<file path="src/hdl/gag_pkg.sv">
`default_nettype none

package gag_pkg;

    localparam int unsigned POS_W   = 10;
    localparam int unsigned CUR_W   = 10;
    localparam int unsigned DRV_W   = 10;
    localparam int unsigned DZ_W    = 9;
    localparam int unsigned STUCK_W = 16;
    localparam int unsigned OC_W    = 8;

    localparam int unsigned CFG_ADDR_W = 3;
    localparam int unsigned CFG_DATA_W = 16;

    localparam int unsigned S_TDATA_W = 40;
    localparam int unsigned M_TDATA_W = 32;

    typedef enum logic [CFG_ADDR_W-1:0] {
        CFG_POS_MIDDLE      = 3'd0,
        CFG_DEAD_ZONE       = 3'd1,
        CFG_POS_UPPER_LIMIT = 3'd2,
        CFG_POS_LOWER_LIMIT = 3'd3,
        CFG_STUCK_TIMEOUT   = 3'd4,
        CFG_FORCE_LIMIT     = 3'd5,
        CFG_FORCE_CRITICAL  = 3'd6,
        CFG_FORCE_TIMEOUT   = 3'd7
    } t_cfg_idx;

    typedef enum logic [1:0] {
        CMD_NONE = 2'd0,
        CMD_CW   = 2'd1,
        CMD_CCW  = 2'd2,
        CMD_STOP = 2'd3
    } t_cmd;

    typedef enum logic [1:0] {
        SIDE_NONE  = 2'd0,
        SIDE_UPPER = 2'd1,
        SIDE_LOWER = 2'd2
    } t_side;

    typedef enum logic [1:0] {
        RET_IDLE  = 2'd0,
        RET_UPPER = 2'd1,
        RET_LOWER = 2'd2
    } t_ret;

    typedef enum logic [1:0] {
        SHIFT_NONE = 2'd0,
        SHIFT_UP   = 2'd1,
        SHIFT_DOWN = 2'd2
    } t_shift;

    typedef enum logic {
        REQ_TICK   = 1'b0,
        REQ_SWITCH = 1'b1
    } t_req;

    localparam logic [POS_W-1:0]   RST_POS_MIDDLE      = 10'd512;
    localparam logic [DZ_W-1:0]    RST_DEAD_ZONE       = 9'd32;
    localparam logic [POS_W-1:0]   RST_POS_UPPER_LIMIT = 10'd900;
    localparam logic [POS_W-1:0]   RST_POS_LOWER_LIMIT = 10'd124;
    localparam logic [STUCK_W-1:0] RST_STUCK_TIMEOUT   = 16'd100;
    localparam logic [CUR_W-1:0]   RST_FORCE_LIMIT     = 10'd800;
    localparam logic [CUR_W-1:0]   RST_FORCE_CRITICAL  = 10'd900;
    localparam logic [OC_W-1:0]    RST_FORCE_TIMEOUT   = 8'd70;

    typedef struct packed {
        logic [POS_W-1:0]   pos_middle;
        logic [DZ_W-1:0]    dead_zone;
        logic [POS_W-1:0]   pos_upper_limit;
        logic [POS_W-1:0]   pos_lower_limit;
        logic [STUCK_W-1:0] stuck_timeout;
        logic [CUR_W-1:0]   force_limit;
        logic [CUR_W-1:0]   force_critical;
        logic [OC_W-1:0]    force_timeout;
    } t_cfg;

    typedef struct packed {
        t_req              req_type;
        logic [POS_W-1:0]  arm_pos;
        logic [CUR_W-1:0]  motor_current;
        logic              current_fresh;
        logic [DRV_W-1:0]  drive_in;
        logic [1:0]        shift_dir;
    } t_in_item;

    typedef struct packed {
        t_cmd             motor_cmd;
        logic [DRV_W-1:0] drive_out;
        t_side            side_off;
        logic             bridge_enable;
        t_ret             return_state;
        logic [OC_W-1:0]  overcurrent_level;
    } t_out_item;

endpackage

`default_nettype wire

</file>
<file path="src/hdl/gag_cfg_regs.sv">
`default_nettype none

module gag_cfg_regs import gag_pkg::*; (
    input  wire logic                  i_clk,
    input  wire logic                  i_rst_n,
    input  wire logic                  i_cfg_we,
    input  wire logic [CFG_ADDR_W-1:0] i_cfg_addr,
    input  wire logic [CFG_DATA_W-1:0] i_cfg_wdata,
    output t_cfg                       o_cfg
);

    t_cfg r_cfg;

    always_ff @(posedge i_clk) begin
        if (!i_rst_n) begin
            r_cfg.pos_middle      <= RST_POS_MIDDLE;
            r_cfg.dead_zone       <= RST_DEAD_ZONE;
            r_cfg.pos_upper_limit <= RST_POS_UPPER_LIMIT;
            r_cfg.pos_lower_limit <= RST_POS_LOWER_LIMIT;
            r_cfg.stuck_timeout   <= RST_STUCK_TIMEOUT;
            r_cfg.force_limit     <= RST_FORCE_LIMIT;
            r_cfg.force_critical  <= RST_FORCE_CRITICAL;
            r_cfg.force_timeout   <= RST_FORCE_TIMEOUT;
        end else if (i_cfg_we) begin
            unique case (t_cfg_idx'(i_cfg_addr))
                CFG_POS_MIDDLE:      r_cfg.pos_middle      <= i_cfg_wdata[POS_W-1:0];
                CFG_DEAD_ZONE:       r_cfg.dead_zone       <= i_cfg_wdata[DZ_W-1:0];
                CFG_POS_UPPER_LIMIT: r_cfg.pos_upper_limit <= i_cfg_wdata[POS_W-1:0];
                CFG_POS_LOWER_LIMIT: r_cfg.pos_lower_limit <= i_cfg_wdata[POS_W-1:0];
                CFG_STUCK_TIMEOUT:   r_cfg.stuck_timeout   <= i_cfg_wdata[STUCK_W-1:0];
                CFG_FORCE_LIMIT:     r_cfg.force_limit     <= i_cfg_wdata[CUR_W-1:0];
                CFG_FORCE_CRITICAL:  r_cfg.force_critical  <= i_cfg_wdata[CUR_W-1:0];
                CFG_FORCE_TIMEOUT:   r_cfg.force_timeout   <= i_cfg_wdata[OC_W-1:0];
                default: begin
                end
            endcase
        end
    end

    assign o_cfg = r_cfg;

endmodule

`default_nettype wire

</file>
<file path="src/hdl/gag_core.sv">
`default_nettype none

module gag_core import gag_pkg::*; (
    input  wire logic i_clk,
    input  wire logic i_rst_n,
    input  t_cfg      i_cfg,
    input  wire logic i_step,
    input  t_in_item  i_item,
    output t_out_item o_res
);

    logic [STUCK_W-1:0] r_stuck, n_stuck;
    logic [OC_W-1:0]    r_oc, n_oc;
    logic               r_ret_upper, n_ret_upper;
    logic               r_ret_lower, n_ret_lower;
    logic [DRV_W-1:0]   r_drv, n_drv;
    t_shift             r_pend, n_pend;

    always_ff @(posedge i_clk) begin
        if (!i_rst_n) begin
            r_stuck     <= '0;
            r_oc        <= '0;
            r_ret_upper <= 1'b0;
            r_ret_lower <= 1'b0;
            r_drv       <= '0;
            r_pend      <= SHIFT_NONE;
        end else if (i_step) begin
            r_stuck     <= n_stuck;
            r_oc        <= n_oc;
            r_ret_upper <= n_ret_upper;
            r_ret_lower <= n_ret_lower;
            r_drv       <= n_drv;
            r_pend      <= n_pend;
        end
    end

    always_comb begin
        logic [POS_W:0]  band_hi;
        logic [POS_W:0]  pos_dz;
        logic            above;
        logic            below;
        logic            timed_out;
        logic [OC_W:0]   oc_inc;
        logic [OC_W-1:0] oc_low;
        t_cmd            cmd;
        t_side           side;

        n_stuck     = r_stuck;
        n_oc        = r_oc;
        n_ret_upper = r_ret_upper;
        n_ret_lower = r_ret_lower;
        n_drv       = r_drv;
        n_pend      = r_pend;
        cmd         = CMD_NONE;
        side        = SIDE_NONE;

        // band bounds compared without going signed: pos < mid - dz <=> pos + dz < mid
        band_hi = {1'b0, i_cfg.pos_middle} + {2'b00, i_cfg.dead_zone};
        pos_dz  = {1'b0, i_item.arm_pos} + {2'b00, i_cfg.dead_zone};
        above   = {1'b0, i_item.arm_pos} > band_hi;
        below   = pos_dz < {1'b0, i_cfg.pos_middle};
        oc_inc  = {1'b0, r_oc} + {{OC_W{1'b0}}, 1'b1};
        oc_low  = r_oc;
        timed_out = 1'b0;

        if (i_item.req_type == REQ_TICK) begin
            if (above || below) begin
                if (r_stuck != {STUCK_W{1'b1}}) begin
                    n_stuck = r_stuck + {{(STUCK_W-1){1'b0}}, 1'b1};
                end
            end else begin
                n_stuck = '0;
            end
            timed_out = n_stuck > i_cfg.stuck_timeout;
            if (timed_out && above) begin
                n_ret_lower = 1'b0;
                n_ret_upper = 1'b1;
            end
            if (timed_out && below) begin
                n_ret_lower = 1'b1;
                n_ret_upper = 1'b0;
            end

            if (i_item.motor_current > i_cfg.force_limit) begin
                if (oc_inc > {1'b0, i_cfg.force_timeout}) begin
                    n_oc = i_cfg.force_timeout;
                end else begin
                    n_oc = oc_inc[OC_W-1:0];
                end
            end else begin
                // critical branch only reachable with critical below limit;
                // the low-current decrement still follows
                if (i_item.motor_current > i_cfg.force_critical) begin
                    oc_low = i_cfg.force_timeout;
                end
                if (oc_low != '0) begin
                    n_oc = oc_low - {{(OC_W-1){1'b0}}, 1'b1};
                end else begin
                    n_oc = '0;
                end
            end

            if (i_item.current_fresh) begin
                n_drv = i_item.drive_in;
            end

            if (n_ret_upper) begin
                if (above) begin
                    cmd = CMD_CCW;
                end else begin
                    cmd = CMD_STOP;
                    n_ret_upper = 1'b0;
                    n_ret_lower = 1'b0;
                end
            end
            if (n_ret_lower) begin
                if (below) begin
                    cmd = CMD_CW;
                end else begin
                    cmd = CMD_STOP;
                    n_ret_upper = 1'b0;
                    n_ret_lower = 1'b0;
                end
            end

            if (!n_ret_upper && !n_ret_lower) begin
                if (i_item.arm_pos > i_cfg.pos_upper_limit) begin
                    side        = SIDE_UPPER;
                    n_ret_upper = 1'b1;
                end else if (i_item.arm_pos < i_cfg.pos_lower_limit) begin
                    side        = SIDE_LOWER;
                    n_ret_lower = 1'b1;
                end
            end
        end else begin
            if (i_item.shift_dir == SHIFT_UP || i_item.shift_dir == SHIFT_DOWN) begin
                n_pend = t_shift'(i_item.shift_dir);
            end
            if (!r_ret_upper && !r_ret_lower) begin
                if (n_pend == SHIFT_UP) begin
                    n_pend = SHIFT_NONE;
                    cmd    = CMD_CW;
                end else if (n_pend == SHIFT_DOWN) begin
                    n_pend = SHIFT_NONE;
                    cmd    = CMD_CCW;
                end
            end
        end

        o_res.motor_cmd         = cmd;
        o_res.drive_out         = (cmd == CMD_CW || cmd == CMD_CCW) ? n_drv : '0;
        o_res.side_off          = side;
        o_res.bridge_enable     = n_oc < {1'b0, i_cfg.force_timeout[OC_W-1:1]};
        o_res.return_state      = n_ret_upper ? RET_UPPER :
                                  (n_ret_lower ? RET_LOWER : RET_IDLE);
        o_res.overcurrent_level = n_oc;
    end

`ifndef SYNTHESIS
    a_ret_exclusive: assert property (@(posedge i_clk) disable iff (!i_rst_n)
        !(r_ret_upper && r_ret_lower))
        else $error("return from both sides at once");

    a_pend_legal: assert property (@(posedge i_clk) disable iff (!i_rst_n)
        r_pend == SHIFT_NONE || r_pend == SHIFT_UP || r_pend == SHIFT_DOWN)
        else $error("pending shift holds an unknown direction");

    a_side_starts_return: assert property (@(posedge i_clk) disable iff (!i_rst_n)
        i_step && o_res.side_off != SIDE_NONE |=> r_ret_upper || r_ret_lower)
        else $error("side cut without a return in progress");

    a_switch_keeps_tick_state: assert property (@(posedge i_clk) disable iff (!i_rst_n)
        i_step && i_item.req_type == REQ_SWITCH |=>
        $stable(r_stuck) && $stable(r_oc) && $stable(r_drv))
        else $error("switch event changed tick state");
`endif

endmodule

`default_nettype wire

</file>
<file path="src/hdl/gear_actuator_guard.sv">
`default_nettype none

// Gear-shift actuator guard.
// Input stream (s_axis): one item per timer tick or shift switch event; tuser
// carries the request kind, tdata the arm position, motor current, fresh flag,
// drive level and shift direction. Output stream (m_axis): exactly one result
// item per input item, in order: motor command, drive level, side cut, bridge
// enable, return state and overcurrent count.
// Configuration: eight registers, written through i_cfg_we/i_cfg_addr/i_cfg_wdata
// only while the block is idle; the user must ensure this, the block does not.
// Timing: an item is held in the input register, evaluated against the guard
// state by combinational logic, and its result is registered in the output
// register; one item per cycle sustained while m_axis_tready stays high.
// Reset (synchronous, active low) empties both registers, clears the guard
// state and restores the register defaults.
// When m_axis_tready is low the result holds in the output register; one more
// item is taken into the input register, after which s_axis_tready drops
// until the result is taken.

module gear_actuator_guard import gag_pkg::*; (
    input  wire logic                  i_clk,
    input  wire logic                  i_rst_n,
    input  wire logic                  s_axis_tvalid,
    output logic                       s_axis_tready,
    // [9:0] arm_pos, [19:10] motor_current, [20] current_fresh,
    // [30:21] drive_in, [32:31] shift_dir, [39:33] zero
    input  wire logic [S_TDATA_W-1:0]  s_axis_tdata,
    // [0] req_type
    input  wire logic                  s_axis_tuser,
    output logic                       m_axis_tvalid,
    input  wire logic                  m_axis_tready,
    // [1:0] motor_cmd, [11:2] drive_out, [13:12] side_off, [14] bridge_enable,
    // [16:15] return_state, [24:17] overcurrent_level, [31:25] zero
    output logic [M_TDATA_W-1:0]       m_axis_tdata,
    input  wire logic                  i_cfg_we,
    input  wire logic [CFG_ADDR_W-1:0] i_cfg_addr,
    input  wire logic [CFG_DATA_W-1:0] i_cfg_wdata
);

    t_cfg      cfg;
    t_in_item  r_in_item;
    logic      r_in_valid;
    t_out_item res;
    t_out_item r_out_item;
    logic      r_out_valid;
    logic      advance;

    assign advance       = r_in_valid && (!r_out_valid || m_axis_tready);
    assign s_axis_tready = !r_in_valid || advance;

    always_ff @(posedge i_clk) begin
        if (!i_rst_n) begin
            r_in_valid <= 1'b0;
        end else if (s_axis_tready) begin
            r_in_valid <= s_axis_tvalid;
        end
    end

    always_ff @(posedge i_clk) begin
        if (s_axis_tready && s_axis_tvalid) begin
            r_in_item.req_type      <= t_req'(s_axis_tuser);
            r_in_item.arm_pos       <= s_axis_tdata[9:0];
            r_in_item.motor_current <= s_axis_tdata[19:10];
            r_in_item.current_fresh <= s_axis_tdata[20];
            r_in_item.drive_in      <= s_axis_tdata[30:21];
            r_in_item.shift_dir     <= s_axis_tdata[32:31];
        end
    end

    gag_cfg_regs u_cfg (
        .i_clk       (i_clk),
        .i_rst_n     (i_rst_n),
        .i_cfg_we    (i_cfg_we),
        .i_cfg_addr  (i_cfg_addr),
        .i_cfg_wdata (i_cfg_wdata),
        .o_cfg       (cfg)
    );

    gag_core u_core (
        .i_clk   (i_clk),
        .i_rst_n (i_rst_n),
        .i_cfg   (cfg),
        .i_step  (advance),
        .i_item  (r_in_item),
        .o_res   (res)
    );

    always_ff @(posedge i_clk) begin
        if (!i_rst_n) begin
            r_out_valid <= 1'b0;
        end else if (advance) begin
            r_out_valid <= 1'b1;
        end else if (m_axis_tready) begin
            r_out_valid <= 1'b0;
        end
    end

    always_ff @(posedge i_clk) begin
        if (advance) begin
            r_out_item <= res;
        end
    end

    assign m_axis_tvalid = r_out_valid;
    assign m_axis_tdata  = {7'd0,
                            r_out_item.overcurrent_level,
                            r_out_item.return_state,
                            r_out_item.bridge_enable,
                            r_out_item.side_off,
                            r_out_item.drive_out,
                            r_out_item.motor_cmd};

endmodule

`default_nettype wire
</file>
<file path="config.mk">
export PLATFORM = sky130hd
export DESIGN_NAME = gear_actuator_guard
export DESIGN_NICKNAME = d
export VERILOG_FILES = /design/src/hdl/gag_pkg.sv /design/src/hdl/gag_cfg_regs.sv /design/src/hdl/gag_core.sv /design/src/hdl/gear_actuator_guard.sv
export SDC_FILE = /design/constraint.sdc
export NUM_CORES = 1
export LEC_CHECK = 0
export BUFFER_PORTS_ARGS = -buffer_cell sky130_fd_sc_hd__buf_2
export CAP_MARGIN = 15
export CORE_ASPECT_RATIO = 1.1
export CORE_MARGIN = 1.5
export CORE_UTILIZATION = 60
export CTS_BUF_LIST = sky130_fd_sc_hd__clkbuf_4 sky130_fd_sc_hd__clkbuf_8
export DETAILED_ROUTE_END_ITERATION = 10
export GPL_ROUTABILITY_DRIVEN = 0
export PLACE_DENSITY = 0.76
export SLEW_MARGIN = 20
export SYNTH_ARGS = -nofsm -noshare
export SYNTH_HDL_FRONTEND = slang
export SYNTH_SLANG_ARGS = --single-unit
</file>
<file path="constraint.sdc">
create_clock -name i_clk -period 7.4 [get_ports i_clk]
set_input_delay 1.48 -clock i_clk [delete_from_list [all_inputs] [get_ports i_clk]]
set_output_delay 1.48 -clock i_clk [all_outputs]
set_load 0.005 [all_outputs]
</file>
==> impl_metrics.py, run 1 <==
metrics = {
    "status": {
        "run_status": "completed",
    },
    "floorplan": {
        "core_region_area_um2": 17600,
        "floorplan.die.width_um": 130,
        "floorplan_row_count": 51,
        "die_ar_um2": 18700,
        "ioPinCount": 99,
        "dieHeight_um": 143,
        "floorplan.initialDensity_pct": 60.8,
    },
    "finish": {
        "final_core_utilization_pct": 65.9,
        "instances_no_fill": 1543,
        "layout.cells.most_common": "nand2_1",
        "post_route_cells_drive_above_1_share_pct": 12.0,
        "most_used_cells_in_the_layout_excluding_fill_and_tap_cells": "nand2_1 (222), a21oi_1 (130), dfxtp_1 (123)",
        "area_growth_syn_to_layout_pct": 8.35,
        "number_of_fill_cells_in_the_layout": 1512,
        "num_antenna_cells": 0,
        "layout_net_count": 1469,
    },
    "yosys": {
        "yosys_cell_types": 77,
        "synthesis.instances": 1235,
        "ys_async_sr_fraction_pct": 0,
        "avgSynthCellArea_um2": 8.67,
        "synth.ff_latch_count": 182,
        "syn_area_um2": 10700,
        "yosys_warnings": 0,
        "postSynth.topFlopCell": "dfxtp_1",
        "number_of_enable_flip_flop_cells_after_synthesis": 59,
        "yosysSeqAreaShare_pct": 39.5,
    },
    "setup_path": {
        "cp_slowest_stage_delay_ns": 0.51,
        "regToRegSetupSlack_ns": 1.09,
        "critPathCaptureType": "flip-flop",
        "startpoint_type": "flip-flop",
        "worstPathRequired_ns": 7.62,
        "crit_family": "compound AO/OA/AOI/OAI gates",
        "cp_slowest_cell": "xnor2_2",
        "path_buf_inv": 1,
        "cp_data_arrival_time_ns": 6.53,
        "criticalPathCategory": "reg2reg",
        "critical_path_peak_fanout": 22,
    },
    "job": {
        "cap_viol_max_count": 0,
    },
    "timing": {
        "period_needed_ns": 6.31,
        "report.final.slew_viol_count": 0,
        "setup-tns-final_ns": 0,
        "finalSetupViolCount": 0,
        "slew-limit-headroom_pct": 33.1,
        "hold_viol": 0,
        "unrepaired_setup_endpoints_after_global_routing": "no",
        "max_slew.worst_pin.slew_ns": 0.999,
        "maxClockFrequency_ghz": 0.158,
        "period_utilization_pct": 85.3,
        "clock_skew_ns": 0.0175,
    },
    "global_routing": {
        "grt_util_all_layers_pct": 27.3,
        "grt_pass1_wl_mm": 39.9,
        "number_of_global_route_vias_before_repair": 8181,
        "grt_max_degree": 63,
        "antenna_found_initial": 0,
        "grt.overflow.total": 0,
    },
    "placement": {
        "dp_hpwl_mm": 17.9,
        "placed_cells": 1511,
        "port_buffers": 84,
    },
    "clock_tree": {
        "cts_buffers": 17,
        "tritoncts_clock_tree": "done",
        "cts_num_sinks": 182,
        "postCtsResizedCells": 0,
        "path_clk_slew_ns": 0.11,
        "cts_post_setup_buffers_inserted": 0,
        "clock_tree.htree_level_count": 4,
        "ctsRootBufferMaster": "clkbuf_8",
        "cts-root-to-sink-buffers": 2,
        "hold_buffers": 0,
        "clock_latency_ns": 0.49,
    },
    "power": {
        "switching_power_mw": 0.656,
        "clock_power_share_pct": 30.6,
        "leakage_nw": 4.59,
        "ir_drop_mv": 0.131,
        "cellPowerDensity_nw_per_um2": 183,
        "netSwitchingFraction_pct": 30.9,
        "share_seq_of_total_power_pct": 52.0,
        "cellInternalPower_mw": 1.47,
        "comb_power_share_pct": 17.4,
    },
    "detailed_routing": {
        "dr.first_iter.drc_count": 560,
        "post_drt_wl_per_cell_um": 15.9,
        "route.final.wire_length_mm": 24.5,
        "drt_first_pass_iters": 5,
        "drtAntennaViolNets": 0,
        "detail_route.vias_per_cell": 5.77,
        "remaining_drc_errors": 0,
        "routed-via-count": 8902,
    },
    "hold_path": {
        "hold_path_class": "reg2reg",
    },
}
per-stage QoR:
step | total power, mW | worst slack (ns) | cell area [um^2] | hold slack (ns)
global placement | 1.48 | 1.32 | 11200 | 0.440
finish | 2.12 | 1.09 | 11600 | 0.459
global route | 2.22 | 0.520 | 11600 | 0.479
floorplan | 1.39 | 1.95 | 10700 | 0.434
detailed placement | 1.49 | 1.18 | 11200 | 0.446
CTS | 2.13 | 1.12 | 11600 | 0.460
flip-flops by register name (all words and copies together), names as in the netlist:
register / cells
m_axis_tdata: 25
m_axis_tvalid: 1
r_in_item: 34
r_in_valid: 1
u_cfg.o_cfg: 83
u_core.r_drv: 10
u_core.r_oc: 8
u_core.r_pend: 2
u_core.r_ret_lower: 1
u_core.r_ret_upper: 1
u_core.r_stuck: 16
routing by layer:
layer	up-vias	track usage [%]	wire [um]
li1	4447	-	-
met1	4165	34.9	10900
met2	242	46.0	11800
met3	48	5.17	1160
met4	0	9.60	613
met5	-	0	0
Yosys cell counts, types with 6 or more instances:
cell type	instances	share of area (%)
nand2_1	222	7.8
a21oi_1	130	6.1
dfxtp_1	123	23
ha_1	110	13
inv_1	87	3.0
nor2_1	75	2.6
edfxtp_1	59	17
clkbuf_1	39	1.4
o21ai_0	39	1.8
o211ai_1	31	2.2
xnor2_1	29	2.4
nand3_1	25	1.2
nand4_1	25	1.5
nor3_1	19	0.89
mux2i_1	16	1.5
a211oi_1	13	0.91
nor2b_1	13	0.76
nand2b_1	12	0.70
o21ai_1	12	0.56
xor2_1	12	0.98
a21o_1	9	0.63
o21a_1	8	0.56
buf_4	7	0.49
clkbuf_2	7	0.33
buf_2	6	0.28
mux2_2	6	0.63
worst register-to-register path, stage by stage, from the launching register on:
cell	delay, ns
dfxtp_1	0.47
ha_1	0.27
a21o_1	0.16
a21oi_1	0.20
o21ai_0	0.11
a21oi_1	0.23
o21ai_0	0.21
a21o_1	0.22
a21oi_1	0.20
xnor2_1	0.14
ha_1	0.26
nand4_1	0.10
o32a_1	0.15
o221ai_1	0.14
nor3_2	0.45
nor2_1	0.10
buf_4	0.23
nor3_1	0.37
ha_1	0.19
and4_1	0.20
and2_1	0.17
o2111ai_1	0.14
a21oi_2	0.42
a211o_1	0.18
a31oi_2	0.13
xnor2_2	0.51
nor2_1	0.10
power by group through the flow:
stage	clock (mW)	sequential (mW)	combinational (mW)
after floorplan	0	1.11	0.275
after global placement	0	1.13	0.353
after detailed placement	0	1.13	0.364
after CTS	0.660	1.10	0.366
after global routing	0.693	1.11	0.415
final	0.649	1.10	0.370
final timing paths:
path                                              startpoint                             to  cells past startpoint
worst max register to register  u_cfg.o_cfg[65]$_SDFFE_PN0P_  m_axis_tdata[3]$_SDFFCE_PN0P_                     26
worst min-delay path            u_core.r_drv[1]$_SDFFE_PN0P_   u_core.r_drv[1]$_SDFFE_PN0P_                      2
worst min register to register  u_core.r_drv[1]$_SDFFE_PN0P_   u_core.r_drv[1]$_SDFFE_PN0P_                      2
worst max-delay path            u_cfg.o_cfg[65]$_SDFFE_PN0P_  m_axis_tdata[3]$_SDFFCE_PN0P_                     26
kinds of logic after synthesis:
group	synth area share, %
and+or+nand+nor	18.2
AOI/OAI and AO/OA	17.7
DFF	39.5
buffers and inverters	5.73
adders and majority gates	13.2
xor gates and xnor gates	3.51
muxes	2.13
other	0.0350
final cells by class:
cell class / instances / area, um^2 / share of cell area (%)
multi-input cells: 909 / 5880 / 50.7
well taps: 238 / 298 / 2.57
clock inverters: 15 / 134 / 1.15
clock buffers: 17 / 234 / 2.02
inverters: 90 / 338 / 2.91
flip-flops and latches: 182 / 4230 / 36.5
repair buffers: 92 / 480 / 4.14
No activity file was read; power rests on OpenSTA's default activity.
==> inputs of run 2 (changes only) <==
- CORE_UTILIZATION: 60 -> 50
- PLACE_DENSITY: 0.76 -> 0.69
==> run 2 against run 1 <==
  * Critical path depth fell by 2
  * Combinational power barely moved
  * Highest routed layer unchanged
  * Non-clock buffer count fell by 1
  * Cell count rose by 3.0%
  * Critical path type unchanged
  * Design area rose by 0.58%
  * Count of clock-buffer cells in the layout rose by 1
  * Sequential power barely moved
  * Sequential cell count did not move
==> impl_metrics.py, run 2 (synthesis gave the netlist of run 1 again) <==
metrics = {
    "placement": {
        "port_buffers": 84,
        "dp_hpwl_mm": 18.4,
        "worst_setup_timing_slack_at_the_placement_stage_ns": 1.23,
        "placed_cells": 1557,
    },
    "finish": {
        "most_used_cells_in_the_layout_excluding_fill_and_tap_cells": "nand2_1 (222), a21oi_1 (130), dfxtp_1 (123)",
        "post_route_cells_drive_above_1_share_pct": 12.0,
        "largest_register_ffs": 83,
        "num_antenna_cells": 0,
        "area_growth_syn_to_layout_pct": 8.99,
        "instances_no_fill": 1589,
        "layout_net_count": 1468,
        "layout.cells.most_common": "nand2_1",
    },
    "status": {
        "run_status": "completed",
    },
    "floorplan": {
        "floorplan.die.width_um": 143,
        "ioPinCount": 99,
        "core_region_area_um2": 20800,
        "floorplan.initialDensity_pct": 51.5,
        "dieHeight_um": 156,
        "die_ar_um2": 22300,
        "floorplan_row_count": 55,
    },
    "global_routing": {
        "grt.overflow.total": 0,
        "grt_pass1_wl_mm": 41.1,
        "number_of_global_route_vias_before_repair": 8264,
        "antenna_found_initial": 0,
        "grt_max_degree": 63,
        "grt_util_all_layers_pct": 23.4,
    },
    "detailed_routing": {
        "routed-via-count": 8784,
        "remaining_drc_errors": 0,
        "detail_route.vias_per_cell": 5.53,
        "route.final.wire_length_mm": 25.2,
        "post_drt_wl_per_cell_um": 15.8,
        "drt_first_pass_iters": 5,
        "dr.first_iter.drc_count": 554,
        "drtAntennaViolNets": 0,
    },
    "timing": {
        "hold_viol": 0,
        "report.final.slew_viol_count": 0,
        "period_utilization_pct": 84.1,
        "finalSetupViolCount": 0,
        "final.hold.worst_slack_ns": 0.460,
        "final_critical_path_setup_slack_ns": 1.18,
        "period_needed_ns": 6.22,
        "slew-limit-headroom_pct": 35.0,
        "maxClockFrequency_ghz": 0.161,
        "unrepaired_setup_endpoints_after_global_routing": "no",
        "max_slew.worst_pin.slew_ns": 0.970,
        "clock_skew_ns": 0.0169,
        "setup-tns-final_ns": 0,
    },
    "setup_path": {
        "timing.reg2reg.worst_path_depth": 24,
        "startpoint_type": "flip-flop",
        "criticalPathCategory": "reg2reg",
        "critical_path_peak_fanout": 22,
        "regToRegSetupSlack_ns": 1.18,
        "reg2reg_from": "r_in_item[24]$_DFFE_PP_",
        "worst_setup_path_startpoint": "r_in_item[24]$_DFFE_PP_",
        "critPathCaptureType": "flip-flop",
        "regToRegEndpoint": "m_axis_tdata[4]$_SDFFCE_PN0P_",
        "worstPathRequired_ns": 7.62,
        "crit_end": "m_axis_tdata[4]$_SDFFCE_PN0P_",
        "cp_data_arrival_time_ns": 6.44,
    },
    "clock_tree": {
        "path_clk_slew_ns": 0.11,
        "postCtsResizedCells": 0,
        "cts-root-to-sink-buffers": 2,
        "clock_tree.htree_level_count": 4,
        "cts_num_sinks": 182,
        "hold_buffers": 0,
        "tritoncts_clock_tree": "done",
        "clock_latency_ns": 0.48,
        "cts_buffers": 17,
        "cts_post_setup_buffers_inserted": 0,
        "ctsRootBufferMaster": "clkbuf_8",
    },
    "power": {
        "cellPowerDensity_nw_per_um2": 183,
        "ir_drop_mv": 0.112,
        "leakage_nw": 4.61,
    },
    "job": {
        "cap_viol_max_count": 0,
    },
    "hold_path": {
        "hold_path_class": "reg2reg",
        "timing.hold.worst_path_depth": 2,
        "worst_hold_startpoint": "u_core.r_drv[8]$_SDFFE_PN0P_",
    },
}
[run 2: final cells by class]
class,instances,area (um^2)
flip-flops and latches,182,4230
multi-input cells,909,5890
repair buffers,91,473
well taps,285,357
clock buffers,18,241
clock inverters,14,138
inverters,90,338
fillers,1969,9110
[run 2: stage by stage]
stage	utilization, %	total power [mW]	instance area [um^2]
finish	56.2	2.13	11700
floorplan	-	1.39	10700
detailed placement	54.3	1.49	11300
global route	56.2	2.23	11700
global placement	54.3	1.48	11300
CTS	56.2	2.14	11700
[run 2: per-layer routing]
layer / track usage, % / up-vias / wire length (um)
met5: 0 / - / 0
met4: 6.53 / 0 / 384
met3: 3.73 / 27 / 954
met2: 39.7 / 191 / 12100
met1: 30.7 / 4120 / 11700
li1: - / 4446 / -
[run 2: how the worst min path moves through the flow]
stage | slack [ns] | to
detailed placement | 0.45 | u_core.r_drv[1]$_SDFFE_PN0P_
global route | 0.48 | u_cfg.o_cfg[36]$_SDFFE_PN0P_
finish | 0.46 | u_core.r_drv[8]$_SDFFE_PN0P_
CTS | 0.46 | u_core.r_drv[1]$_SDFFE_PN0P_
floorplan | 0.43 | u_cfg.o_cfg[44]$_SDFFE_PN0P_
global placement | 0.44 | u_core.r_drv[9]$_SDFFE_PN0P_
[run 2: worst max-delay path: stages, from the launching register on]
cell and delay (ns):
edfxtp_1 0.53, ha_1 0.32, a21o_1 0.16, a21oi_1 0.25
o21ai_0 0.12, a21oi_1 0.23, o21ai_0 0.20, a21o_1 0.22
a21oi_1 0.17, xnor2_1 0.14, ha_1 0.26, a221oi_1 0.34
o221a_2 0.38, nor2_1 0.06, buf_4 0.23, a211oi_2 0.25
ha_1 0.31, and4_1 0.22, and2_1 0.17, a221oi_2 0.23
a21oi_2 0.17, a211o_1 0.31, a31oi_2 0.26, xnor2_2 0.27
nor2_1 0.12
[run 2: power by group]
group | internal (mW) | switching (mW)
Clock | 0.253 | 0.403
Sequential | 1.07 | 0.0299
Combinational | 0.146 | 0.224
Total | 1.47 | 0.657
==> inputs of run 3 (changes only) <==
- ABC_AREA: unset -> 1
- PLACE_DENSITY: 0.69 -> 0.72
- clock period: 7.4 -> 5.7 ns (I/O delays scaled with it)
==> run 3 against run 2 <==
  * Power rose by 43%
  * Cell count up 5.6%
  * Critical path type unchanged
  * Via count up 0.67%
==> impl_metrics.py, run 3 <==
metrics = {
    "timing": {
        "max_slew.worst_pin.slew_ns": 1.01,
        "clock_skew_ns": 0.0199,
        "unrepaired_setup_endpoints_after_global_routing": "no",
        "period_needed_ns": 5.23,
        "maxClockFrequency_ghz": 0.191,
        "hold_viol": 0,
        "period_utilization_pct": 91.8,
        "slew-limit-headroom_pct": 32.9,
        "finalSetupViolCount": 0,
        "setup-tns-final_ns": 0,
        "report.final.slew_viol_count": 0,
    },
    "global_routing": {
        "grt_max_degree": 98,
        "grt.overflow.total": 0,
        "grt_util_all_layers_pct": 22.0,
        "antenna_found_initial": 0,
        "number_of_global_route_vias_before_repair": 8150,
        "grt_pass1_wl_mm": 38.6,
    },
    "hold_path": {
        "timing.hold.worst_path_depth": 2,
        "min_to": "u_cfg.o_cfg[57]$_SDFFE_PN0P_",
        "worst_hold_startpoint": "u_cfg.o_cfg[57]$_SDFFE_PN0P_",
        "hold_path_class": "reg2reg",
    },
    "finish": {
        "area_growth_syn_to_layout_pct": 11.1,
        "multi_input_area_um2": 5520,
        "number_of_fill_cells_in_the_layout": 1861,
        "register_area_um2": 4230,
        "post_route_cells_drive_above_1_share_pct": 13.6,
        "layout_net_count": 1557,
        "largest_register_ffs": 83,
        "final_design_area_no_fill_um2": 11800,
        "layout.cells.most_common": "inv_1",
        "most_used_cells_in_the_layout_excluding_fill_and_tap_cells": "inv_1 (192), nand2_1 (186), a21oi_1 (140)",
        "num_antenna_cells": 0,
    },
    "setup_path": {
        "cp_slowest_stage_delay_ns": 0.38,
        "cp_data_arrival_time_ns": 5.47,
        "cp_slowest_cell": "ha_1",
        "reg2reg_from": "u_cfg.o_cfg[66]$_SDFFE_PN0P_",
        "timing.reg2reg.worst_path_depth": 35,
        "regToRegEndpoint": "m_axis_tdata[16]$_SDFFCE_PP0P_",
        "critPathCaptureType": "flip-flop",
        "criticalPathCategory": "reg2reg",
        "worstPathRequired_ns": 5.93,
        "timing.critical_path.mode_cell": "nand2_1",
        "critical_path_peak_fanout": 10,
        "regToRegSetupSlack_ns": 0.47,
        "startpoint_type": "flip-flop",
    },
    "yosys": {
        "postSynth.topFlopCell": "dfxtp_1",
        "yosys_cell_types": 53,
        "yosys.area.top_type_share_pct": 23.2,
        "number_of_enable_flip_flop_cells_after_synthesis": 59,
        "syn_area_um2": 10600,
        "avgSynthCellArea_um2": 8.15,
        "synth.most_common_cell": "inv_1",
        "synth.top_cells.by_count": "inv_1 (192), nand2_1 (189), a21oi_1 (144)",
        "ys_async_sr_fraction_pct": 0,
        "synth.ff_latch_count": 182,
        "ys_top_cells_by_area": "dfxtp_1 (23%), edfxtp_1 (17%), ha_1 (13%)",
        "synth_top_area_cell": "dfxtp_1",
        "yosys_warnings": 0,
        "synthesis.instances": 1302,
        "yosysSeqAreaShare_pct": 39.9,
    },
    "clock_tree": {
        "clock_tree.htree_level_count": 4,
        "cts_buffers": 17,
        "cts_num_sinks": 182,
        "cts-root-to-sink-buffers": 2,
        "clock_latency_ns": 0.48,
        "path_clk_slew_ns": 0.11,
        "hold_buffers": 0,
        "tritoncts_clock_tree": "done",
        "ctsRootBufferMaster": "clkbuf_8",
    },
    "floorplan": {
        "dieHeight_um": 156,
        "floorplan.initialDensity_pct": 51.3,
        "floorplan_row_count": 55,
        "die_ar_um2": 22100,
        "core_region_area_um2": 20700,
        "floorplan.die.width_um": 142,
        "ioPinCount": 99,
    },
    "power": {
        "leakage_nw": 5.48,
        "cellPowerDensity_nw_per_um2": 258,
        "ir_drop_mv": 0.150,
    },
    "placement": {
        "placed_cell_area_um2": 11300,
        "dp_hpwl_mm": 17.4,
        "port_buffers": 84,
    },
    "job": {
        "cap_viol_max_count": 0,
    },
    "detailed_routing": {
        "detail_route.vias_per_cell": 5.27,
        "remaining_drc_errors": 0,
        "routed-via-count": 8843,
        "post_drt_wl_per_cell_um": 14.2,
        "route.final.wire_length_mm": 23.8,
        "drtAntennaViolNets": 0,
        "drt_first_pass_iters": 5,
        "dr.first_iter.drc_count": 593,
    },
    "status": {
        "run_status": "completed",
    },
}
[run 3: cell count changes after synthesis, moves of 13 or more]
cell	before	now
nand2_2	1	18
nand3_1	25	42
nor2b_1	13	0
nand2_1	222	189
o21ai_0	39	115
nor2_1	75	98
inv_1	87	192
nand4_1	25	11
xnor2_1	29	7
a21oi_1	130	144
[run 3: critical path: cells and delay by family (launching register included)]
| kind | cells | cell delay [ns] |
|---|---|---|
| AO/OA/AOI/OAI | 12 | 1.70 |
| AND/OR/NAND/NOR | 17 | 1.60 |
| adder cells (fa/ha/maj) | 3 | 0.93 |
| flip-flops | 1 | 0.35 |
| buffers and inverters | 2 | 0.19 |
| XOR/XNOR | 1 | 0.18 |
[run 3: per-stage QoR]
step	std cells	power, mW	setup slack (ns)	hold WS (ns)	util [%]
floorplan	1308	1.93	0.911	0.435	-
global placement	1645	2.09	0.337	0.445	54.5
detailed placement	1645	2.10	0.230	0.454	54.5
CTS	1677	3.05	0.186	0.471	56.6
global route	1678	3.21	0.000941	0.492	56.9
finish	1678	3.05	0.468	0.467	56.9
[run 3: cell families after synthesis]
kind of cell    Yosys count  synth area share [%]
simple gates            395                  17.0
compound gates          330                  17.4
buf+inv                 242                  8.85
flops                   182                  39.9
fa+ha+maj               112                  13.3
xor+xnor                 30                  2.47
mux                      10                 0.943
other cells               1                0.0353
[run 3: worst max path at each step]
stage,from,endpoint,slack (ns),cells past startpoint
final,u_cfg.o_cfg[66]$_SDFFE_PN0P_,m_axis_tdata[16]$_SDFFCE_PP0P_,0.47,35
after global routing,u_cfg.o_cfg[66]$_SDFFE_PN0P_,m_axis_tdata[16]$_SDFFCE_PP0P_,0.0009,34
after CTS,u_cfg.o_cfg[66]$_SDFFE_PN0P_,m_axis_tdata[2]$_SDFFCE_PN0P_,0.19,33
after detailed placement,u_cfg.o_cfg[66]$_SDFFE_PN0P_,m_axis_tdata[5]$_SDFFCE_PN0P_,0.23,33
after global placement,u_cfg.o_cfg[66]$_SDFFE_PN0P_,m_axis_tdata[2]$_SDFFCE_PN0P_,0.34,33
after floorplan,u_cfg.o_cfg[66]$_SDFFE_PN0P_,m_axis_tdata[16]$_SDFFCE_PP0P_,0.91,35
[run 3: what timing repair did]
item | 4_1_cts | 5_1_grt
endpoints found under the hold margin | 0 | 0
setup endpoints to repair | 0 | 17
gates resized for setup | 0 | 12
buffers inserted | 0 | 1
[run 3: area by class of cell]
type | count | share of cell area [%]
Sequential cell | 182 | 35.9
Tap cell | 285 | 3.02
Inverter | 205 | 6.53
Clock inverter | 15 | 1.82
Multi-Input combinational cell | 884 | 46.8
Clock buffer | 17 | 1.98
Timing Repair Buffer | 90 | 3.95
[run 3: layer usage]
layer / routed length, um / part of all wire, % / track usage [%]
met4: 744 / 3.1 / 9.47
met5: 0 / 0 / 0
met3: 1030 / 4.3 / 3.13
met2: 11100 / 47 / 36.9
met1: 10900 / 46 / 28.3
[run 3: where the power goes]
part           internal [mW]  leakage (nW)  switching [mW]  total, mW
combinational          0.230          3.67           0.409      0.638
clock                  0.391         0.223           0.563      0.955
sequential              1.42          1.58          0.0386       1.45
total                   2.04          5.48            1.01       3.05
